## src/rtl/nvap_pkg.sv

```systemverilog
package nvap_pkg;

    localparam int VALUE_MAX_DEF      = 63;
    localparam int GUESTS_DEF         = 4;
    localparam int RESERVED_VALUE_DEF = 0;

    localparam int MAP_W   = 64;
    localparam int VALUE_W = 6;
    localparam int GUEST_W = 2;
    localparam int CMD_W   = 2;
    localparam int STAT_W  = 2;

    localparam logic [CMD_W-1:0] CMD_ALLOC = 2'd0;
    localparam logic [CMD_W-1:0] CMD_FREE  = 2'd1;
    localparam logic [CMD_W-1:0] CMD_SEND  = 2'd2;
    localparam logic [CMD_W-1:0] CMD_GET   = 2'd3;

    localparam logic [STAT_W-1:0] ST_OK            = 2'd0;
    localparam logic [STAT_W-1:0] ST_UNKNOWN_GUEST = 2'd1;
    localparam logic [STAT_W-1:0] ST_NO_FREE       = 2'd2;
    localparam logic [STAT_W-1:0] ST_BAD_VALUE     = 2'd3;

    typedef struct packed {
        logic load;
        logic exec;
    } nvap_ctl_t;

    typedef struct packed {
        logic               found;
        logic [VALUE_W-1:0] idx;
    } nvap_enc_t;

    function automatic nvap_enc_t lowest_set(input logic [MAP_W-1:0] v);
        nvap_enc_t r;
        r.found = 1'b0;
        r.idx   = '0;
        for (int i = MAP_W - 1; i >= 0; i--) begin
            if (v[i])
            begin
                r.found = 1'b1;
                r.idx   = VALUE_W'(i);
            end
        end
        return r;
    endfunction

endpackage

```

## src/rtl/nvap_ctrl.sv

```systemverilog
module nvap_ctrl
    import nvap_pkg::*;
(
    input  logic      clk,
    input  logic      rst_n,
    input  logic      start,
    output logic      busy,
    output logic      done,
    output nvap_ctl_t ctl
);

    localparam logic [1:0] S_IDLE = 2'd0;
    localparam logic [1:0] S_LOAD = 2'd1;
    localparam logic [1:0] S_EXEC = 2'd2;

    logic [1:0] state_reg, state_next;
    logic       done_reg, done_next;

    always_comb
    begin
        state_next = state_reg;
        done_next  = 1'b0;
        ctl.load   = 1'b0;
        ctl.exec   = 1'b0;
        unique case (state_reg)
            S_IDLE:
            begin
                if (start)
                begin
                    ctl.load   = 1'b1;
                    state_next = S_LOAD;
                end
            end
            S_LOAD:
            begin
                state_next = S_EXEC;
            end
            S_EXEC:
            begin
                ctl.exec   = 1'b1;
                done_next  = 1'b1;
                state_next = S_IDLE;
            end
            default:
            begin
                state_next = S_IDLE;
            end
        endcase
    end

    always_ff @(posedge clk or negedge rst_n)
    begin
        if (!rst_n)
        begin
            state_reg <= S_IDLE;
            done_reg  <= 1'b0;
        end
        else
        begin
            state_reg <= state_next;
            done_reg  <= done_next;
        end
    end

    assign busy = (state_reg != S_IDLE);
    assign done = done_reg;

endmodule

```

## src/rtl/nvap_datapath.sv

```systemverilog
module nvap_datapath
    import nvap_pkg::*;
#(
    parameter int VALUE_MAX      = VALUE_MAX_DEF,
    parameter int GUESTS         = GUESTS_DEF,
    parameter int RESERVED_VALUE = RESERVED_VALUE_DEF
)
(
    input  logic               clk,
    input  logic               rst_n,
    input  nvap_ctl_t          ctl,
    input  logic [CMD_W-1:0]   cmd,
    input  logic [GUEST_W-1:0] guest,
    input  logic [VALUE_W-1:0] value,
    output logic [STAT_W-1:0]  status,
    output logic [VALUE_W-1:0] result_value,
    output logic               value_found,
    output logic               more_pending,
    output logic               doorbell
);

    localparam int GIDX_W = (GUESTS > 1) ? $clog2(GUESTS) : 1;
    localparam int GUESTS_W_EXT = 6;
    localparam logic [MAP_W:0] MASK_WIDE = (65'd1 << (VALUE_MAX + 1)) - 65'd1;
    localparam logic [MAP_W-1:0] MASK = MASK_WIDE[MAP_W-1:0];
    localparam logic [MAP_W-1:0] ALLOC_INIT = (64'd1 << RESERVED_VALUE) & MASK;

    logic [MAP_W-1:0] alloc_map_reg   [GUESTS];
    logic [MAP_W-1:0] pending_map_reg [GUESTS];

    logic [CMD_W-1:0]   cmd_reg;
    logic [GIDX_W-1:0]  gidx_reg;
    logic               known_reg;
    logic [VALUE_W-1:0] value_reg;
    logic               in_range_reg;
    logic [MAP_W-1:0]   alloc_snap_reg;
    logic [MAP_W-1:0]   pend_snap_reg;

    logic [STAT_W-1:0]  status_reg, status_next;
    logic [VALUE_W-1:0] result_reg, result_next;
    logic               valid_reg, valid_next;
    logic               more_reg, more_next;
    logic               bell_reg, bell_next;

    logic [MAP_W-1:0]  alloc_new, pend_new;
    logic              alloc_we, pend_we;
    logic              known_in;
    logic [GIDX_W-1:0] gidx_in;
    nvap_enc_t         free_enc, pend_enc;
    logic [MAP_W-1:0]  value_bit, pend_left;

    assign known_in = (GUESTS_W_EXT'(guest) < GUESTS_W_EXT'(GUESTS));
    assign gidx_in  = GIDX_W'(guest);

    always_ff @(posedge clk)
    begin
        if (ctl.load)
        begin
            cmd_reg      <= cmd;
            gidx_reg     <= gidx_in;
            known_reg    <= known_in;
            value_reg    <= value;
            in_range_reg <= ({1'b0, value} <= 7'(VALUE_MAX));
            alloc_snap_reg <= known_in ? alloc_map_reg[gidx_in] : '0;
            pend_snap_reg  <= known_in ? pending_map_reg[gidx_in] : '0;
        end
    end

    assign free_enc  = lowest_set(~alloc_snap_reg & MASK);
    assign pend_enc  = lowest_set(pend_snap_reg & MASK);
    assign value_bit = MAP_W'(1) << value_reg;
    assign pend_left = pend_snap_reg & MASK & ~(MAP_W'(1) << pend_enc.idx);

    always_comb
    begin
        status_next = ST_OK;
        result_next = '0;
        valid_next  = 1'b0;
        more_next   = 1'b0;
        bell_next   = 1'b0;
        alloc_new   = alloc_snap_reg;
        pend_new    = pend_snap_reg;
        alloc_we    = 1'b0;
        pend_we     = 1'b0;
        if (!known_reg)
        begin
            status_next = ST_UNKNOWN_GUEST;
        end
        else
        begin
            unique case (cmd_reg)
                CMD_ALLOC:
                begin
                    if (!free_enc.found)
                    begin
                        status_next = ST_NO_FREE;
                    end
                    else
                    begin
                        result_next = free_enc.idx;
                        alloc_new   = alloc_snap_reg | (MAP_W'(1) << free_enc.idx);
                        alloc_we    = 1'b1;
                    end
                end
                CMD_FREE:
                begin
                    if (!in_range_reg || !(|(alloc_snap_reg & value_bit)))
                    begin
                        status_next = ST_BAD_VALUE;
                    end
                    else
                    begin
                        alloc_new = alloc_snap_reg & ~value_bit;
                        alloc_we  = 1'b1;
                    end
                end
                CMD_SEND:
                begin
                    if (!in_range_reg)
                    begin
                        status_next = ST_BAD_VALUE;
                    end
                    else
                    begin
                        pend_new  = pend_snap_reg | value_bit;
                        pend_we   = 1'b1;
                        bell_next = 1'b1;
                    end
                end
                CMD_GET:
                begin
                    if (pend_enc.found)
                    begin
                        valid_next  = 1'b1;
                        result_next = pend_enc.idx;
                        pend_new    = pend_left;
                        pend_we     = 1'b1;
                        more_next   = |pend_left;
                    end
                end
                default:
                begin
                    status_next = ST_OK;
                end
            endcase
        end
    end

    always_ff @(posedge clk or negedge rst_n)
    begin
        if (!rst_n)
        begin
            for (int g = 0; g < GUESTS; g++)
            begin
                alloc_map_reg[g]   <= ALLOC_INIT;
                pending_map_reg[g] <= '0;
            end
        end
        else if (ctl.exec)
        begin
            if (alloc_we)
            begin
                alloc_map_reg[gidx_reg] <= alloc_new;
            end
            if (pend_we)
            begin
                pending_map_reg[gidx_reg] <= pend_new;
            end
        end
    end

    always_ff @(posedge clk)
    begin
        if (ctl.exec)
        begin
            status_reg <= status_next;
            result_reg <= result_next;
            valid_reg  <= valid_next;
            more_reg   <= more_next;
            bell_reg   <= bell_next;
        end
    end

    assign status       = status_reg;
    assign result_value = result_reg;
    assign value_found  = valid_reg;
    assign more_pending = more_reg;
    assign doorbell     = bell_reg;

endmodule

```

## src/rtl/notify_value_alloc_and_pending.sv

```systemverilog
// Channel  | Ports                                       | Transfer
// ---------+---------------------------------------------+---------------------------
// command  | cmd, guest, value                           | start & !busy at clk edge
// result   | status, result_value, value_found,          | done high for one cycle
//          | more_pending, doorbell                      |
//
// The transfer edge captures the operands and the guest's maps; an idle load cycle
// and a read-modify-write cycle with the priority encoders follow, and done is
// registered at the end of the read-modify-write; busy is high through both.
// A new command can be taken in the cycle in which done is high.
// rst_n is asynchronous; it puts every map back to its reset contents at once.
// The receiver cannot stall: done marks each result for exactly one cycle.
module notify_value_alloc_and_pending
    import nvap_pkg::*;
#(
    parameter int VALUE_MAX      = VALUE_MAX_DEF,
    parameter int GUESTS         = GUESTS_DEF,
    parameter int RESERVED_VALUE = RESERVED_VALUE_DEF
)
(
    input  logic               clk,
    input  logic               rst_n,
    input  logic               start,
    output logic               busy,
    input  logic [CMD_W-1:0]   cmd,
    input  logic [GUEST_W-1:0] guest,
    input  logic [VALUE_W-1:0] value,
    output logic               done,
    output logic [STAT_W-1:0]  status,
    output logic [VALUE_W-1:0] result_value,
    output logic               value_found,
    output logic               more_pending,
    output logic               doorbell
);

    nvap_ctl_t ctl;

    nvap_ctrl u_ctrl (
        .clk   (clk),
        .rst_n (rst_n),
        .start (start),
        .busy  (busy),
        .done  (done),
        .ctl   (ctl)
    );

    nvap_datapath #(
        .VALUE_MAX      (VALUE_MAX),
        .GUESTS         (GUESTS),
        .RESERVED_VALUE (RESERVED_VALUE)
    ) u_datapath (
        .clk          (clk),
        .rst_n        (rst_n),
        .ctl          (ctl),
        .cmd          (cmd),
        .guest        (guest),
        .value        (value),
        .status       (status),
        .result_value (result_value),
        .value_found  (value_found),
        .more_pending (more_pending),
        .doorbell     (doorbell)
    );

endmodule
```

## config.mk

```make
export PLATFORM = sky130hd
export DESIGN_NAME = notify_value_alloc_and_pending
export DESIGN_NICKNAME = d
export VERILOG_FILES = /design/src/rtl/nvap_pkg.sv /design/src/rtl/nvap_ctrl.sv /design/src/rtl/nvap_datapath.sv /design/src/rtl/notify_value_alloc_and_pending.sv
export SDC_FILE = /design/constraint.sdc
export NUM_CORES = 1
export LEC_CHECK = 0
export BUFFER_PORTS_ARGS = -buffer_cell sky130_fd_sc_hd__clkbuf_2
export CAP_MARGIN = 20
export CELL_PAD_IN_SITES_DETAIL_PLACEMENT = 1
export CELL_PAD_IN_SITES_GLOBAL_PLACEMENT = 2
export CORE_ASPECT_RATIO = 0.9
export CORE_MARGIN = 2
export CORE_UTILIZATION = 45
export DETAILED_ROUTE_END_ITERATION = 12
export PLACE_DENSITY_LB_ADDON = 0.2
export SYNTH_ARGS = -nofsm -noshare
export SYNTH_HDL_FRONTEND = slang
export SYNTH_HIERARCHICAL = 1
export SYNTH_SLANG_ARGS = --single-unit
```

## constraint.sdc

```tcl
create_clock -name clk -period 18.2 [get_ports clk]
set_input_delay 5.46 -clock clk [delete_from_list [all_inputs] [get_ports clk]]
set_output_delay 5.46 -clock clk [all_outputs]
set_load 0.005 [all_outputs]
```

==> impl_metrics.env <==
export IMPL_status="completed"
export IMPL_weighted_congestion_reported_at_the_end_of_routability_driven_placement=0.986
export IMPL_fraction_of_synthesized_cell_area_taken_by_the_top_area_cell_type_pct=41.1
export IMPL_yosysWarningCount=6
export IMPL_grt_util_overall_pct=31.1
export IMPL_clockBufferDepth=3
export IMPL_cts_hold_buf=0
export IMPL_wirelength_um=109000
export IMPL_max_clock_freq_mhz=131
export IMPL_p_per_area_mw_per_mm2=142
export IMPL_port_buffer_count=25
export IMPL_worst_min_delay_path_startpoint="u_datapath/pending_map_reg[126]"
export IMPL_postLayoutCellArea_mm2=0.0345
export IMPL_grt_use_met2_pct=44.4
export IMPL_worst_slew_margin_rel_pct=19.3
export IMPL_cp_common_cell="buf_4"
export IMPL_gr_usage_met3_pct=6.88
export IMPL_global_route_usage_met1_pct=47.1
export IMPL_finalWorstPathRequiredPeriod_ps=7640
export IMPL_grt_setup_unrepaired="no"
export IMPL_area_growth_pct=11.0
export IMPL_synth_main_ff_cell="dfrtp_1"
export IMPL_pwr_share_comb_pct=18.8
export IMPL_worstReg2RegStart="u_datapath/value_reg[5]"
export IMPL_timing_critical_path_arrival_ps=8310
export IMPL_grt_first_pass_wirelength_um=164000
export IMPL_hold_class="flop to flop"
export IMPL_drc_errors=0
export IMPL_initial_antenna_violation_count=2
export IMPL_cp_slowest_stage_delay_ps=800
export IMPL_critical_path_endpoint_type="async pin"
export IMPL_detailed_place_area_mm2=0.0320
export IMPL_synth_yosys_seq_area_share_pct=55.8
export IMPL_synth_ff_latch_count=664
export IMPL_worst_slew_pin_slew_ps=1210
export IMPL_core_region_area_mm2=0.0684
export IMPL_worst_skew_pair_late_latency_ps=630
export IMPL_mostFrequentLayoutCells="nand2_1 (636), o21ai_0 (567), dfrtp_1 (511)"
export IMPL_postRouteAntennaNets=0
export IMPL_synth_avg_cell_area_um2=10.5
export IMPL_required_ps=18870
export IMPL_worst_setup_path_start_kind="primary input"
export IMPL_cts_resized=0
export IMPL_clock_skew_final_ps=22.7
export IMPL_min_path_cells=2
export IMPL_synth_largest_area_cell="dfrtp_1"
export IMPL_clkPwrFrac_pct=31.5
export IMPL_overflow=0
export IMPL_synth_edf_count=149
export IMPL_die_area_mm2=0.0713
export IMPL_setup_violations_final=0
export IMPL_cp_num_buf_inv=4
export IMPL_synthesis_area_mm2=0.0311
export IMPL_drive_gt1_share_pct=11.5
export IMPL_post_cts_buffers=0
export IMPL_cell_internal_pwr_mw=3.36
export IMPL_critical_path_slowest_cell="buf_4"
export IMPL_max_cap_viol_count=0
export IMPL_placementRows=91
export IMPL_post_layout_total_power_mw=4.90
export IMPL_mappedNetlistNets=2985
export IMPL_cpLargestDelayFamily="buffers and inverters"
export IMPL_dp_hpwl_um=72900
export IMPL_drt_pass1_iter_count=5
export IMPL_via_count=24600
export IMPL_number_of_h_tree_levels=3
export IMPL_synthesis_instances=2968
export IMPL_rrSetupSlack_ps=12260
export IMPL_cts_root_buffer="clkbuf_16"
export IMPL_path_clk_slew_ps=60
export IMPL_worst_path_stages=4
export IMPL_die_width_um=281
export IMPL_vias_in_the_first_global_route=25400
export IMPL_synth_top_cells_by_area="dfrtp_1 (41%), edfxtp_1 (14%), mux4_2 (9.3%)"
export IMPL_peakVddDrop_uv=68.8
export IMPL_finalMaxSlewViolations=0
export IMPL_busiest_layer_in_global_routing="met1"
export IMPL_min_delay_endpoint="u_datapath/pending_map_reg[126]"
export IMPL_hold_violations=0
export IMPL_numClockSinks=664
export IMPL_floorplan_initialDensity_pct=45.5
export IMPL_switching_share_pct=31.3
export IMPL_drt_vias_per_instance=6.31
export IMPL_wl_per_cell_um=27.8
export IMPL_share_seq_of_total_power_pct=49.7
export IMPL_nNetsFinal=2928
export IMPL_post_synth_num_cell_types=91
export IMPL_reg2reg_to="u_datapath/alloc_map_reg[235]"
export IMPL_total_i_o_pin_count=26
export IMPL_cts_buffers=73
export IMPL_asyncSetResetFlopFracSynth_pct=77.6
export IMPL_setup_worst_path_class="primary input to async pin"
export IMPL_tritoncts="built"
export IMPL_net_switching_power_figure_mw=1.53
export IMPL_setup_tns_ps=0
export IMPL_initialDrtViolationCount=2344
export IMPL_fin_hold_ws_ps=474
export IMPL_cellLeakagePower_nw=14.0
export IMPL_crit_chain="buf_8 > buf_4 > buf_4 > buf_4"
export IMPL_reg2regPathDepth=11
export IMPL_largest_net_degree_at_the_start_of_global_routing=166
export IMPL_most_common_library_cell_in_the_layout_ignoring_fill_and_taps="nand2_1"
export IMPL_die_height_um=253
export IMPL_timing_final_crit_share_pct=42.0
export IMPL_critical_path_peak_fanout=84
==> cell usage after synthesis (5+ instances only) <==
master / n
o2111ai_1: 6
nor2_1: 150
mux4_2: 129
and3_1: 21
nor2b_1: 19
nand2b_1: 16
clkbuf_1: 120
a21boi_0: 16
nand3b_1: 7
nor3_1: 28
nor4_1: 15
a31oi_1: 12
buf_1: 32
o31a_1: 10
a21oi_1: 68
nand2_1: 637
a22oi_1: 42
dfrtp_1: 511
o21ai_0: 567
edfxtp_1: 149
nor3b_1: 5
o22ai_1: 58
o211ai_1: 9
and2_1: 10
or4_1: 10
inv_1: 37
mux2_2: 5
buf_2: 39
o21ai_1: 8
nand4_1: 25
mux2i_1: 9
o21a_1: 32
o31ai_1: 10
a211oi_1: 6
or3_1: 9
a2111oi_0: 7
nand3_1: 38
==> cell type report <==
cell class / count / area, um2
Fill cell: 7281 / 33900
Sequential cell: 664 / 17400
Multi-Input combinational cell: 2073 / 12900
Clock buffer: 112 / 2150
Tap cell: 930 / 1160
Timing Repair Buffer: 62 / 474
Clock inverter: 24 / 353
Inverter: 37 / 139
Antenna cell: 2 / 5.00
==> through the flow <==
| stage | cells | setup WS [ps] | util (%) |
|---|---|---|---|
| finish | 3904 | 10560 | 50.5 |
| global route | 3902 | 10110 | 50.5 |
| CTS | 3901 | 10390 | 50.4 |
| detailed placement | 3765 | 9740 | 46.8 |
| global placement | 3764 | 9910 | 46.7 |
| floorplan | 2968 | 2050 | - |
==> cell families after synthesis <==
group | share of synthesized area [%]
simple gates | 14.2
compound gates | 16.9
flops | 55.8
buf+inv | 2.99
mux | 9.88
fa+ha+maj | 0.161
==> power groups by stage <==
stage | sequential (mW) | combinational [mW] | clock [mW]
final | 2.43 | 0.921 | 1.54
after global routing | 2.48 | 1.04 | 1.63
after CTS | 2.42 | 0.922 | 1.57
after detailed placement | 2.44 | 0.918 | 0
after global placement | 2.40 | 0.845 | 0
after floorplan | 2.27 | 0.670 | 0
==> layer usage <==
| layer | share of wire, % | vias up | wire length (um) |
|---|---|---|---|
| li1 | - | 10700 | - |
| met1 | 46 | 12800 | 50100 |
| met2 | 42 | 962 | 46100 |
| met3 | 8.5 | 183 | 9180 |
| met4 | 3.0 | 0 | 3220 |
| met5 | 0 | - | 0 |
==> worst max path at each step <==
stage	from	endpoint	slack [ps]
5_1_grt	rst_n	u_datapath/alloc_map_reg[88]	10110
2_1_floorplan	start	u_datapath/alloc_snap_reg[0]	2050
6_report	rst_n	u_datapath/alloc_map_reg[167]	10560
3_3_place_gp	rst_n	u_datapath/alloc_map_reg[167]	9910
4_1_cts	rst_n	u_datapath/alloc_map_reg[88]	10390
3_5_place_dp	rst_n	u_datapath/alloc_map_reg[167]	9740
==> worst register-to-register path, delay by kind of cell (launching register included) <==
family | cells | cell delay [ps]
compound gates | 5 | 1390
simple gates | 6 | 3320
flops | 1 | 1060
(Power assumes the default switching activity.)
